**src/rtl/opba_pkg.sv**
```systemverilog
// Package for the oriented primitive bounds accumulator.
// Holds the word types, shape codes and fixed-point constants; no dependencies.
package opba_pkg;

  localparam int unsigned CoordWidth = 32;
  localparam int unsigned CoefWidth = 17;
  localparam logic [CoefWidth-1:0] CoefMax = 17'h1FFFF;
  localparam int unsigned QueueDepth = 2;

  typedef enum logic [2:0] {
    ShapeSphere   = 3'd0,
    ShapeCapsule  = 3'd1,
    ShapeCylinder = 3'd2,
    ShapeHalfCyl  = 3'd3,
    ShapeBox      = 3'd4,
    ShapeUnknown  = 3'd5,
    ShapePlane    = 3'd6,
    ShapeCompound = 3'd7
  } shape_e;

  typedef struct packed {
    logic               action;
    logic [2:0]         shape_kind;
    logic signed [31:0] center_x;
    logic signed [31:0] center_y;
    logic signed [31:0] center_z;
    logic signed [15:0] turn_w;
    logic signed [15:0] turn_x;
    logic signed [15:0] turn_y;
    logic signed [15:0] turn_z;
    logic [30:0]        size_a;
    logic [30:0]        size_b;
    logic [30:0]        size_c;
  } in_word_t;

  typedef struct packed {
    logic signed [CoordWidth-1:0] low_x;
    logic signed [CoordWidth-1:0] low_y;
    logic signed [CoordWidth-1:0] low_z;
    logic signed [CoordWidth-1:0] high_x;
    logic signed [CoordWidth-1:0] high_y;
    logic signed [CoordWidth-1:0] high_z;
    logic                         box_valid;
  } out_word_t;

  // Classified word handed from the front part to the back part.
  typedef struct packed {
    logic               clear;
    logic               skip;
    logic signed [31:0] center_x;
    logic signed [31:0] center_y;
    logic signed [31:0] center_z;
    logic signed [15:0] turn_w;
    logic signed [15:0] turn_x;
    logic signed [15:0] turn_y;
    logic signed [15:0] turn_z;
    logic [31:0]        ext_x;
    logic [31:0]        ext_y;
    logic [31:0]        ext_z;
  } task_t;

  function automatic logic [CoefWidth-1:0] coef_f(input logic signed [33:0] e);
    logic [33:0] m;
    logic [33:0] r;
    begin
      m = e[33] ? 34'(-e) : 34'(e);
      r = (m + 34'd8192) >> 14;
      coef_f = (r > 34'(CoefMax)) ? CoefMax : r[CoefWidth-1:0];
    end
  endfunction

endpackage

```
**src/rtl/opba_front.sv**
```systemverilog
// Front part: accepts input words, forms local half extents and queues tasks.
// Depends on opba_pkg.
module opba_front import opba_pkg::*; (
  input  logic     clk_i,
  input  logic     rst_ni,
  input  in_word_t in_word_i,
  input  logic     push_i,
  output logic     full_o,
  output task_t    task_o,
  output logic     task_valid_o,
  input  logic     task_take_i
);

  task_t       mem_q [QueueDepth];
  logic        wr_q, rd_q;
  logic [1:0]  cnt_q;
  task_t       t;
  logic        do_push, do_pop;
  logic [31:0] a32, b32, c32;

  always_comb begin
    a32 = {1'b0, in_word_i.size_a};
    b32 = {1'b0, in_word_i.size_b};
    c32 = {1'b0, in_word_i.size_c};
    t.clear    = ~in_word_i.action;
    t.skip     = (shape_e'(in_word_i.shape_kind) == ShapeUnknown) ||
                 (shape_e'(in_word_i.shape_kind) == ShapePlane);
    t.center_x = in_word_i.center_x;
    t.center_y = in_word_i.center_y;
    t.center_z = in_word_i.center_z;
    t.turn_w   = in_word_i.turn_w;
    t.turn_x   = in_word_i.turn_x;
    t.turn_y   = in_word_i.turn_y;
    t.turn_z   = in_word_i.turn_z;
    t.ext_x    = a32;
    t.ext_y    = b32;
    t.ext_z    = c32;
    unique case (shape_e'(in_word_i.shape_kind))
      ShapeSphere: begin
        t.ext_y = a32;
        t.ext_z = a32;
      end
      ShapeCapsule: begin
        t.ext_y = a32 + b32;
        t.ext_z = a32;
      end
      ShapeCylinder, ShapeHalfCyl: t.ext_z = a32;
      default: ;
    endcase
  end

  assign full_o       = (cnt_q == 2'(QueueDepth));
  assign task_valid_o = (cnt_q != 2'd0);
  assign task_o       = mem_q[rd_q];
  assign do_push      = push_i && !full_o;
  assign do_pop       = task_take_i && task_valid_o;

  always_ff @(posedge clk_i) begin
    if (do_push) begin
      mem_q[wr_q] <= t;
    end
  end

  always_ff @(posedge clk_i or negedge rst_ni) begin
    if (!rst_ni) begin
      wr_q  <= 1'b0;
      rd_q  <= 1'b0;
      cnt_q <= 2'd0;
    end else begin
      if (do_push) begin
        wr_q <= ~wr_q;
      end
      if (do_pop) begin
        rd_q <= ~rd_q;
      end
      cnt_q <= cnt_q + 2'(do_push) - 2'(do_pop);
    end
  end

`ifndef ASSERT_OFF
  a_cnt_bound: assert property (@(posedge clk_i) disable iff (!rst_ni)
    cnt_q <= 2'(QueueDepth)) else $error("queue count overflow");
  a_full_blocks: assert property (@(posedge clk_i) disable iff (!rst_ni)
    full_o && !do_pop |=> cnt_q == 2'(QueueDepth)) else $error("full queue changed");
  a_empty_pop: assert property (@(posedge clk_i) disable iff (!rst_ni)
    cnt_q == 2'd0 && !do_push |=> cnt_q == 2'd0) else $error("empty queue grew");
`endif

endmodule

```
**config.mk**
```make
export PLATFORM = sky130hd
export DESIGN_NAME = opba_front
export DESIGN_NICKNAME = d
export VERILOG_FILES = /design/src/rtl/opba_pkg.sv /design/src/rtl/opba_front.sv
export SDC_FILE = /design/constraint.sdc
export NUM_CORES = 1
export LEC_CHECK = 0
export ABC_AREA = 1
export BUFFER_PORTS_ARGS = -buffer_cell sky130_fd_sc_hd__buf_2
export CORE_AREA = 10 10 263 164
export CTS_CLUSTER_DIAMETER = 120
export CTS_CLUSTER_SIZE = 14
export DETAILED_ROUTE_END_ITERATION = 8
export DIE_AREA = 0 0 273 174
export GPL_ROUTABILITY_DRIVEN = 0
export PLACE_DENSITY = 0.92
export SLEW_MARGIN = 20
export SYNTH_ARGS = -nofsm -noshare
export SYNTH_HDL_FRONTEND = slang
export SYNTH_SLANG_ARGS = --single-unit
```
**constraint.sdc**
```tcl
create_clock -name clk_i -period 36.3 [get_ports clk_i]
set_input_delay 7.26 -clock clk_i [delete_from_list [all_inputs] [get_ports clk_i]]
set_output_delay 7.26 -clock clk_i [all_outputs]
set_load 0.1 [all_outputs]
```
==> results of run 1 <==
## path summary, 6_finish.rpt
| path | to |
|---|---|
| setup / recovery | task_o[25] |
| hold / removal | cnt_q[0] |
| setup reg to reg | mem_q[1][102] |
| hold reg to reg | cnt_q[0] |
| max in group asynchronous | rd_q |
| min in group asynchronous | wr_q |
## critical path, delay by kind of cell, from the launching register on
family                 cells  cell delay [ns]
buffers and inverters      3             2.09
DFF                        1             0.71
and+or+nand+nor            2             0.28
## cells in the final DEF, fill, tap and decap left out, types with 4 or more instances in the layout
cell                        instances
sky130_fd_sc_hd__nor2_1            52
sky130_fd_sc_hd__nand2_1         1082
sky130_fd_sc_hd__a21oi_1           39
sky130_fd_sc_hd__nor2_2             9
sky130_fd_sc_hd__o21ai_0           15
sky130_fd_sc_hd__nand3_2            5
sky130_fd_sc_hd__o21bai_1           6
sky130_fd_sc_hd__nand3_1           61
sky130_fd_sc_hd__o22ai_1            5
sky130_fd_sc_hd__buf_4             11
sky130_fd_sc_hd__diode_2           15
sky130_fd_sc_hd__ha_1              33
sky130_fd_sc_hd__nand4_1            4
sky130_fd_sc_hd__clkbuf_16         43
sky130_fd_sc_hd__inv_1            113
sky130_fd_sc_hd__clkbuf_1           9
sky130_fd_sc_hd__buf_2            518
sky130_fd_sc_hd__o21ai_1            5
sky130_fd_sc_hd__edfxtp_1         512
sky130_fd_sc_hd__inv_2             15
sky130_fd_sc_hd__nand2_2            9
## cell families (layout without fill, tap and decap cells)
logic type	Yosys count	count (layout)	share of synthesized area
AOI/OAI and AO/OA	78	78	0.0198
and+or+nand+nor	1238	1238	0.220
DFF	516	516	0.702
xor gates and xnor gates	4	4	0.00159
adders and majority gates	34	34	0.0196
buffers and inverters	201	715	0.0361
other	1	17	0.000170
## registers in the layout, summed over array words and instances, names as in the netlist
name	count
mem_q	512
cnt_q	2
rd_q	1
wr_q	1
## per-stage QoR
stage	hold WS [ns]	util	std cells
2_1_floorplan	0.509	-	2073
3_3_place_gp	0.523	0.653	3054
3_5_place_dp	0.565	0.653	3054
4_1_cts	0.580	0.682	3109
5_1_grt	0.595	0.683	3123
6_report	0.582	0.683	3124
## Yosys cell counts, types with 2 or more instances
master,count,share of area
sky130_fd_sc_hd__nor2_1,54,0.0092
sky130_fd_sc_hd__a21oi_1,39,0.0089
sky130_fd_sc_hd__o22ai_1,5,0.0014
sky130_fd_sc_hd__o21ai_0,15,0.0034
sky130_fd_sc_hd__a221oi_1,2,0.00080
sky130_fd_sc_hd__clkbuf_1,36,0.0061
sky130_fd_sc_hd__o21bai_1,6,0.0020
sky130_fd_sc_hd__nand2_1,1082,0.18
sky130_fd_sc_hd__inv_1,113,0.019
sky130_fd_sc_hd__or2_1,2,0.00057
sky130_fd_sc_hd__xor2_1,3,0.0012
sky130_fd_sc_hd__buf_1,8,0.0014
sky130_fd_sc_hd__o21ai_1,5,0.0011
sky130_fd_sc_hd__dfrtp_1,4,0.0045
sky130_fd_sc_hd__nand2_2,9,0.0026
sky130_fd_sc_hd__nor3_2,2,0.00091
sky130_fd_sc_hd__buf_2,24,0.0055
sky130_fd_sc_hd__or2_2,3,0.00085
sky130_fd_sc_hd__o211ai_1,3,0.0010
sky130_fd_sc_hd__nand4_1,4,0.0011
sky130_fd_sc_hd__nor2_2,9,0.0026
sky130_fd_sc_hd__nand3_1,61,0.014
sky130_fd_sc_hd__buf_4,3,0.0010
sky130_fd_sc_hd__inv_2,15,0.0026
sky130_fd_sc_hd__clkinv_1,2,0.00034
sky130_fd_sc_hd__nand3b_1,3,0.0010
sky130_fd_sc_hd__edfxtp_1,512,0.70
sky130_fd_sc_hd__ha_1,33,0.019
sky130_fd_sc_hd__nand3_2,5,0.0023
sky130_fd_sc_hd__nor3_1,2,0.00045
## layer usage
| metal | track usage | routed length, µm | vias to the layer above |
|---|---|---|---|
| li1 | - | - | 7810 |
| met1 | 0.328 | 23800 | 8179 |
| met2 | 0.459 | 32800 | 1272 |
| met3 | 0.0785 | 8260 | 221 |
| met4 | 0.112 | 2890 | 6 |
| met5 | 0 | 38 | - |
## area by class of cell
cell class | instances | area (µm²) | share of cell area
sequential | 516 | 15500 | 0.589
clock inverter | 3 | 32.5 | 0.00124
multi-input combinational | 1356 | 5790 | 0.220
timing repair buffer | 530 | 2700 | 0.103
antenna | 15 | 37.5 | 0.00143
clock buffer | 52 | 1110 | 0.0422
tap | 522 | 653 | 0.0248
inverter | 130 | 495 | 0.0188
==> metrics.log, run 1 <==
INFO  metric outcome = complete, no violations
INFO  metric place_area = 25100 µm²
INFO  metric critPathRequiredTime = 29.04 ns
INFO  metric cts_tree = built
INFO  metric final_nets = 2871
INFO  metric initialDrtViolationCount = 2474
INFO  metric yosysSeqAreaShare = 0.702
INFO  metric cpPeakStageDelay = 0.94 ns
INFO  metric synth.cell_area = 22000 µm²
INFO  metric row_count = 56
INFO  metric drt_pre_antenna_iters = 7
INFO  metric cts_max_path_buffers = 3
INFO  metric cts_num_sinks = 516
INFO  metric initial_core_util = 0.573
INFO  metric vias_per_cell = 5.60
INFO  metric yosys_warnings = 0
INFO  metric synth_area_per_cell = 10.6 µm²
INFO  metric ctsResizeCount = 0
INFO  metric max_clock_freq = 90.8 MHz
INFO  metric first_pass_grt_wire_length = 100000 µm
INFO  metric routed-via-count = 17500
INFO  metric final-max-slew-violation-count = 0
INFO  metric worstPathCellList = inv_8, buf_4, nand2_1, nand2_1, buf_2
INFO  metric area_growth = 19.3%
INFO  metric core = 38500 µm²
INFO  metric layout-drive-gt1-share = 0.241
INFO  metric worst-endpoint-arrival = 3.75 ns
INFO  metric regToRegSetupSlack = 32.58 ns
INFO  metric ios = 521
INFO  metric timing.final.ws_setup = 25.29 ns
INFO  metric min-delay-path-class = reg2reg
INFO  metric grt_overflow = 0
INFO  metric post-cts-setup-buffer-count = 0
INFO  metric maxCapViolations = 0
INFO  metric wl = 67800 µm
INFO  metric finalInstanceArea = 26300 µm²
INFO  metric rsz0062_at_grt = no
INFO  metric clk_transition_reported_paths = 0.06 ns
INFO  metric tritoncts.num_buffers = 42
INFO  metric worst_hold_path.num_cells = 1
INFO  metric synth-edff-count = 512
INFO  metric synthesis.instances = 2072
INFO  metric critPathKind = reg2out
INFO  metric worst_hold_startpoint = cnt_q[0]
INFO  metric detail_route.wl_per_cell = 21.7 µm
INFO  metric final.setup.tns = 0 ns
INFO  metric finalCritPeriodShare = 0.303
INFO  metric worst_r2r_startpoint = cnt_q[1]
INFO  metric timing.final.setup_violations = 0
INFO  metric critPathCaptureType = primary output
INFO  metric worst_pin_slew = 1.13 ns
INFO  metric final-hold-violation-count = 0
INFO  metric ant_nets = 0
INFO  metric global_route.usage.total = 0.274
INFO  metric synth_ff_type = sky130_fd_sc_hd__edfxtp_1
INFO  metric netlist-cell-type-count = 38
INFO  metric die_width = 273 µm
INFO  metric post-place-ws = 25.73 ns
INFO  metric synth_async_sr_flop_share = 0.00775
INFO  metric h-tree-depth = 2
INFO  metric grt_antenna_before_repair = 18
INFO  metric crit_top_cell = sky130_fd_sc_hd__nand2_1
INFO  metric n_fill_cell = 2659
INFO  metric worstSetupStartpoint = rd_q
INFO  metric clk-insertion-delay-late = 0.54 ns
INFO  metric cts_hold_buffers = 0
INFO  metric timing.critical_path.from_type = register
INFO  metric seq_cells_post_synth = 516
INFO  metric worst-path-max-fanout = 164
INFO  metric slowest_stage = sky130_fd_sc_hd__buf_4
INFO  metric die-area = 47500 µm²
INFO  metric first_global_vias = 17300
INFO  metric relSlewSlack = 0.245
INFO  metric grt_max_degree = 180
INFO  metric place.port_buffers = 518
INFO  metric finalClockSkew = 0.0159 ns
INFO  metric final_period_minus_worst_setup_slack = 11.01 ns
INFO  metric reg2reg_depth = 6
INFO  metric root_buffer = sky130_fd_sc_hd__clkbuf_16
INFO  metric place_hpwl = 48500 µm
INFO  metric remaining_drc_errors = 0
INFO  metric die_h = 174 µm
Power of run 1 is left out: the tool's default activity adds up to more than one toggle a clock period on the data nets, which glitch-free logic cannot reach.
==> run 2, diff against run 1 <==
- CORE_AREA: 10 10 263 164 -> 10 10 285 178
- DIE_AREA: 0 0 273 174 -> 0 0 295 188
- PLACE_DENSITY: 0.92 -> 0.83
- clock period: 36.3 -> 10.1 ns (I/O delays scaled with it)
==> run 2 against run 1 <==
Effect of this change:
- routed wire length is 4.6% lower
- critical endpoint is now task_o[3]
- sequential share of layout area is 0.22 points lower
- hold slack worse by 0.017 ns
- highest routed layer unchanged
- via count is 3.7% lower
- cell area is 0.37% higher
- utilization is 10 points lower
- register-to-register slack worse by 26 ns
- die area is 17% higher
==> metrics.log, run 2 (synthesized netlist as in run 1, its figures left out) <==
INFO  metric ios = 521 (unchanged)
INFO  metric layout.cells.most_common_list = sky130_fd_sc_hd__nand2_1 (1082), sky130_fd_sc_hd__buf_2 (518), sky130_fd_sc_hd__edfxtp_1 (512)
INFO  metric final_core_utilization = 0.579 (-0.104)
INFO  metric cts_max_path_buffers = 3 (unchanged)
INFO  metric global_route.usage.total = 0.225 (-0.0485)
INFO  metric final-max-slew-violation-count = 0 (unchanged)
INFO  metric final-hold-violation-count = 0 (unchanged)
INFO  metric timing.critical_path.from_type = register
INFO  metric ant_nets = 0 (unchanged)
INFO  metric worst_pin_slew = 1.11 ns (-0.0215 ns)
INFO  metric area_growth = 19.7%
INFO  metric final_period_minus_worst_setup_slack = 6.09 ns
INFO  metric worst-path-max-fanout = 167 (+1.8%)
INFO  metric die-area = 55500 µm² (+17%)
INFO  metric final.setup.tns = 0 ns (unchanged)
INFO  metric initialDrtViolationCount = 1755 (-29%)
INFO  metric root_buffer = sky130_fd_sc_hd__clkbuf_16
INFO  metric remaining_drc_errors = 0 (unchanged)
INFO  metric place_area = 25200 µm² (+0.37%)
INFO  metric first_global_vias = 16800 (-2.7%)
INFO  metric final-instance-count-excl-fill = 3200 (+2.4%)
INFO  metric place_hpwl = 46400 µm (-4.4%)
INFO  metric drt_pre_antenna_iters = 6 (-1)
INFO  metric worst_r2r_startpoint = cnt_q[1]
INFO  metric tritoncts.num_buffers = 42 (unchanged)
INFO  metric clk-insertion-delay-late = 0.55 ns (about the same)
INFO  metric finalCritPeriodShare = 0.603
INFO  metric regToRegSetupSlack = 6.52 ns (-26.06 ns)
INFO  metric largest-register = mem_q
INFO  metric clk_transition_reported_paths = 0.07 ns (about the same)
INFO  metric outcome = complete, no violations
INFO  metric vias_per_cell = 5.27 (-5.9%)
INFO  metric cts_num_sinks = 516 (unchanged)
INFO  metric largestRegisters = mem_q (512), cnt_q (2)
INFO  metric slowest_stage = sky130_fd_sc_hd__buf_4
INFO  metric core = 45600 µm² (+18%)
INFO  metric critPathKind = reg2out
INFO  metric cts_hold_buffers = 0 (unchanged)
INFO  metric die_width = 295 µm (+8.1%)
INFO  metric first_pass_grt_wire_length = 96900 µm (-3.5%)
INFO  metric ctsResizeCount = 0 (unchanged)
INFO  metric worstPathBufferInverterCount = 3 (unchanged)
INFO  metric worst_hold_startpoint = cnt_q[0]
INFO  metric largest_register_ff_count = 512 (unchanged)
INFO  metric timing.rr.end = mem_q[0][102]
INFO  metric row_count = 61 (+8.9%)
INFO  metric worst_hold_path.num_cells = 1 (unchanged)
INFO  metric rsz0062_at_grt = no
INFO  metric finalInstanceArea = 26400 µm² (+0.37%)
INFO  metric critPathRequiredTime = 8.08 ns (-20.96 ns)
INFO  metric grt_antenna_before_repair = 20 (+2)
INFO  metric detail_route.wl_per_cell = 20.2 µm (-6.9%)
INFO  metric n_fill_cell = 3708 (+39%)
INFO  metric critPathCaptureType = primary output
INFO  metric post-cts-setup-buffer-count = 0 (unchanged)
INFO  metric finalClockSkew = 0.0216 ns (+0.00576 ns)
INFO  metric worstPathCellList = inv_8, buf_4, nand2_1, nand2_1, buf_2
INFO  metric regArea = 15500 µm² (unchanged)
INFO  metric crit_top_cell = sky130_fd_sc_hd__nand2_1
INFO  metric wl = 64600 µm (-4.6%)
INFO  metric max_clock_freq = 164 MHz
INFO  metric hold-path-endpoint = cnt_q[0]
INFO  metric layout-drive-gt1-share = 0.241 (-0.000587)
INFO  metric routed-via-count = 16800 (-3.7%)
INFO  metric placed_cells_incl_taps = 3128 (+2.4%)
INFO  metric place.port_buffers = 518 (unchanged)
INFO  metric worst-endpoint-arrival = 4.07 ns (+0.32 ns)
INFO  metric final_nets = 2869 (-0.070%)
INFO  metric min-delay-path-class = reg2reg
INFO  metric maxCapViolations = 0 (unchanged)
INFO  metric grt_max_degree = 168 (-6.7%)
INFO  metric relSlewSlack = 0.259 (+0.0144)
INFO  metric initial_core_util = 0.484 (-0.0892)
INFO  metric critical_path_cell_count = 5 (unchanged)
INFO  metric cts_tree = built
INFO  metric die_h = 188 µm (+8.0%)
INFO  metric timing.critical_path.max_delay_family = buffers and inverters
INFO  metric commonest_non_fill_non_tap_cell_in_the_layout = sky130_fd_sc_hd__nand2_1
INFO  metric h-tree-depth = 2 (unchanged)
INFO  metric reg2reg_depth = 5 (-1)
INFO  metric grt_overflow = 0 (unchanged)
INFO  metric multiInputGateArea = 5790 µm² (unchanged)
INFO  metric cpPeakStageDelay = 0.84 ns (-0.10 ns)
INFO  metric timing.final.setup_violations = 0 (unchanged)
==> run 2: cell types whose count changed in the layout (fill, tap and decap cells not counted), sizes merged <==
cell	previous run	this run
buf	530	528
diode	15	17
==> run 2: how the worst max path moves through the flow <==
stage	startpoint	end	slack, ns
finish	rd_q	task_o[3]	4.01
global route	rd_q	task_o[77]	3.76
CTS	rd_q	task_o[3]	4.03
detailed placement	rd_q	task_o[3]	4.65
global placement	rd_q	task_o[15]	4.82
floorplan	push_i	mem_q[0][0]	-3.61
==> run 2: per-stage QoR <==
step,hold slack (ns),setup WS [ns]
global placement,0.542,4.82
floorplan,0.509,-3.61
detailed placement,0.559,4.65
global route,0.617,3.76
CTS,0.571,4.03
finish,0.565,4.01
==> run 2: final cells by class <==
cell class,count,area share
multi-input cells,1356,0.219
clock inverters,3,0.00123
diodes,17,0.00161
inverters,130,0.0188
flip-flops and latches,516,0.587
clock buffers,52,0.0421
well taps,598,0.0284
repair buffers,528,0.102
==> run 2: metal layers <==
metal,share of wire,GRT usage,vias up
met4,0.029,0.0793,8
met1,0.38,0.280,7936
met3,0.12,0.0736,140
met2,0.47,0.365,948
li1,-,-,7817
met5,0.0010,0,-
==> run 2: worst register-to-register path, stage by stage (launching register included) <==
cell and delay (ns):
sky130_fd_sc_hd__dfrtp_1 0.38, sky130_fd_sc_hd__inv_1 0.10, sky130_fd_sc_hd__o21ai_0 0.30, sky130_fd_sc_hd__nor2_4 0.72, sky130_fd_sc_hd__buf_12 0.58, sky130_fd_sc_hd__buf_4 0.95
Power of run 2 is left out for the same reason.
==> run 3, diff against run 2 <==
- clock period: 10.1 -> 5.4 ns (I/O delays scaled with it)
==> run 3 against run 2 <==
Effect of this change:
- cell area grew 0.48%
- flip-flop and latch count is the same
- sequential share of layout area down 0.28 points
- largest cell class unchanged
- final cell count about the same
- critical path depth stayed put
- critical endpoint is now task_o[91]
- first-iteration DRC count down 1.3%
- critical path type unchanged
- via count is 0.56% lower
- clock-buffer cell count rose by 1
- routed wire length decreased by 1.0%
- hold slack got worse by 0.25 ns
==> metrics.log, run 3 (synthesized netlist as in run 1, its figures left out) <==
INFO  metric ant_nets = 0 (unchanged)
INFO  metric clk-insertion-delay-late = 0.57 ns (+0.02 ns)
INFO  metric largest_register_ff_count = 512 (unchanged)
INFO  metric area_growth = 20.3%
INFO  metric cts_num_sinks = 516 (unchanged)
INFO  metric critPathCaptureType = primary output
INFO  metric grt_antenna_before_repair = 11 (-45%)
INFO  metric cts_hold_buffers = 0 (unchanged)
INFO  metric routed-via-count = 16800 (-0.56%)
INFO  metric worst_r2r_startpoint = cnt_q[1]
INFO  metric grt_max_degree = 150 (-11%)
INFO  metric commonest_non_fill_non_tap_cell_in_the_layout = sky130_fd_sc_hd__nand2_1
INFO  metric top_signal_layer_used = met5
INFO  metric initial_core_util = 0.484 (unchanged)
INFO  metric ios = 521 (unchanged)
INFO  metric wl_met3 = 7210 µm (-4.9%)
INFO  metric die-area = 55500 µm² (unchanged)
INFO  metric final-max-slew-violation-count = 0 (unchanged)
INFO  metric ctsResizeCount = 0 (unchanged)
INFO  metric layout-drive-gt1-share = 0.244 (+0.00293)
INFO  metric place_hpwl = 46300 µm (-0.16%)
INFO  metric post-cts-setup-buffer-count = 0 (unchanged)
INFO  metric grt_overflow = 0 (unchanged)
INFO  metric maxCapViolations = 0 (unchanged)
INFO  metric wirelength_met1 = 24700 µm (+1.2%)
INFO  metric worst-endpoint-arrival = 2.98 ns (-1.09 ns)
INFO  metric final_period_minus_worst_setup_slack = 4.06 ns
INFO  metric place.port_buffers = 518 (unchanged)
INFO  metric core = 45600 µm² (unchanged)
INFO  metric first_pass_grt_wire_length = 96000 µm (-0.91%)
INFO  metric final_nets = 2878 (+0.31%)
INFO  metric largestRegisters = mem_q (512), cnt_q (2)
INFO  metric final.setup.tns = 0 ns (unchanged)
INFO  metric initialDrtViolationCount = 1733 (-1.3%)
INFO  metric reg2reg_depth = 4 (-1)
INFO  metric finalCritPeriodShare = 0.752
INFO  metric global_route.usage.total = 0.222 (-0.00348)
INFO  metric timing.rr.end = mem_q[1][211]
INFO  metric first_global_vias = 16600 (-0.91%)
INFO  metric regToRegSetupSlack = 3.14 ns (-3.38 ns)
INFO  metric row_count = 61 (unchanged)
INFO  metric final-hold-violation-count = 0 (unchanged)
INFO  metric largest-register = mem_q
INFO  metric layout.cells.most_common_list = sky130_fd_sc_hd__nand2_1 (1082), sky130_fd_sc_hd__buf_2 (518), sky130_fd_sc_hd__edfxtp_1 (512)
INFO  metric die_h = 188 µm (unchanged)
INFO  metric root_buffer = sky130_fd_sc_hd__clkbuf_16
INFO  metric rsz0062_at_grt = no
INFO  metric timing.final.setup_violations = 0 (unchanged)
INFO  metric critPathRequiredTime = 4.32 ns (-3.76 ns)
INFO  metric critPathKind = reg2out
INFO  metric worst-path-max-fanout = 59 (-65%)
INFO  metric relSlewSlack = 0.307 (+0.0473)
INFO  metric remaining_drc_errors = 0 (unchanged)
INFO  metric clk_transition_reported_paths = 0.06 ns (about the same)
INFO  metric cts_tree = built
INFO  metric die_width = 295 µm (unchanged)
INFO  metric worst_pin_slew = 1.04 ns (-0.0710 ns)
INFO  metric cts_max_path_buffers = 3 (unchanged)
INFO  metric h-tree-depth = 2 (unchanged)
INFO  metric detail_route.wl_per_cell = 20.0 µm (-1.1%)
INFO  metric timing.critical_path.from_type = register
INFO  metric min-delay-path-class = in2async
INFO  metric vias_per_cell = 5.23 (-0.66%)
INFO  metric max_clock_freq = 246 MHz
INFO  metric wl_met2 = 30000 µm (-2.1%)
INFO  metric tritoncts.num_buffers = 42 (unchanged)
INFO  metric drt_pre_antenna_iters = 6 (unchanged)
INFO  metric finalClockSkew = 0.0191 ns (-0.00247 ns)
INFO  metric outcome = complete, no violations
INFO  metric wl = 64000 µm (-1.0%)
[run 3: how the worst max path moves through the flow]
stage | start | end | slack [ns] | depth (start not counted)
floorplan | push_i | mem_q[0][0] | 0.02 | 2
global placement | rd_q | task_o[14] | 1.99 | 5
detailed placement | in_word_i[254] | mem_q[0][47] | 1.88 | 8
CTS | rd_q | task_o[91] | 1.32 | 5
global route | rd_q | task_o[53] | 1.19 | 5
finish | rd_q | task_o[91] | 1.34 | 5
[run 3: area by class of cell]
class                   count  area, µm²
fillers                  3671      19100
multi-input cells        1356       5800
flip-flops and latches    516      15500
repair buffers            537       2820
clock inverters             3       32.5
clock buffers              53       1110
diodes                     10       25.0
inverters                 130        495
well taps                 598        748
[run 3: critical path: stages, from the launching register on]
cell,delay [ns]
sky130_fd_sc_hd__dfrtp_4,0.44
sky130_fd_sc_hd__buf_4,0.55
sky130_fd_sc_hd__buf_4,0.61
sky130_fd_sc_hd__nand2_1,0.13
sky130_fd_sc_hd__nand2_1,0.13
sky130_fd_sc_hd__buf_2,0.44
[run 3: layer usage]
layer  vias up  track usage
li1       7823            -
met1      7857        0.289
met2       916        0.356
met3       152       0.0587
met4         6       0.0734
met5         -            0
[run 3: through the flow]
| stage | std cells | worst slack, ns | util | area, µm² | hold WS, ns |
|---|---|---|---|---|---|
| after global routing | 3199 | 1.19 | 0.582 | 26500 | 0.288 |
| after detailed placement | 3137 | 1.88 | 0.556 | 25300 | 0.635 |
| after CTS | 3193 | 1.32 | 0.581 | 26500 | 0.282 |
| after floorplan | 2073 | 0.0203 | - | 22100 | 0.574 |
| final | 3203 | 1.34 | 0.582 | 26500 | 0.318 |
| after global placement | 3137 | 1.99 | 0.556 | 25300 | 0.585 |
Power of run 3 is left out for the same reason.
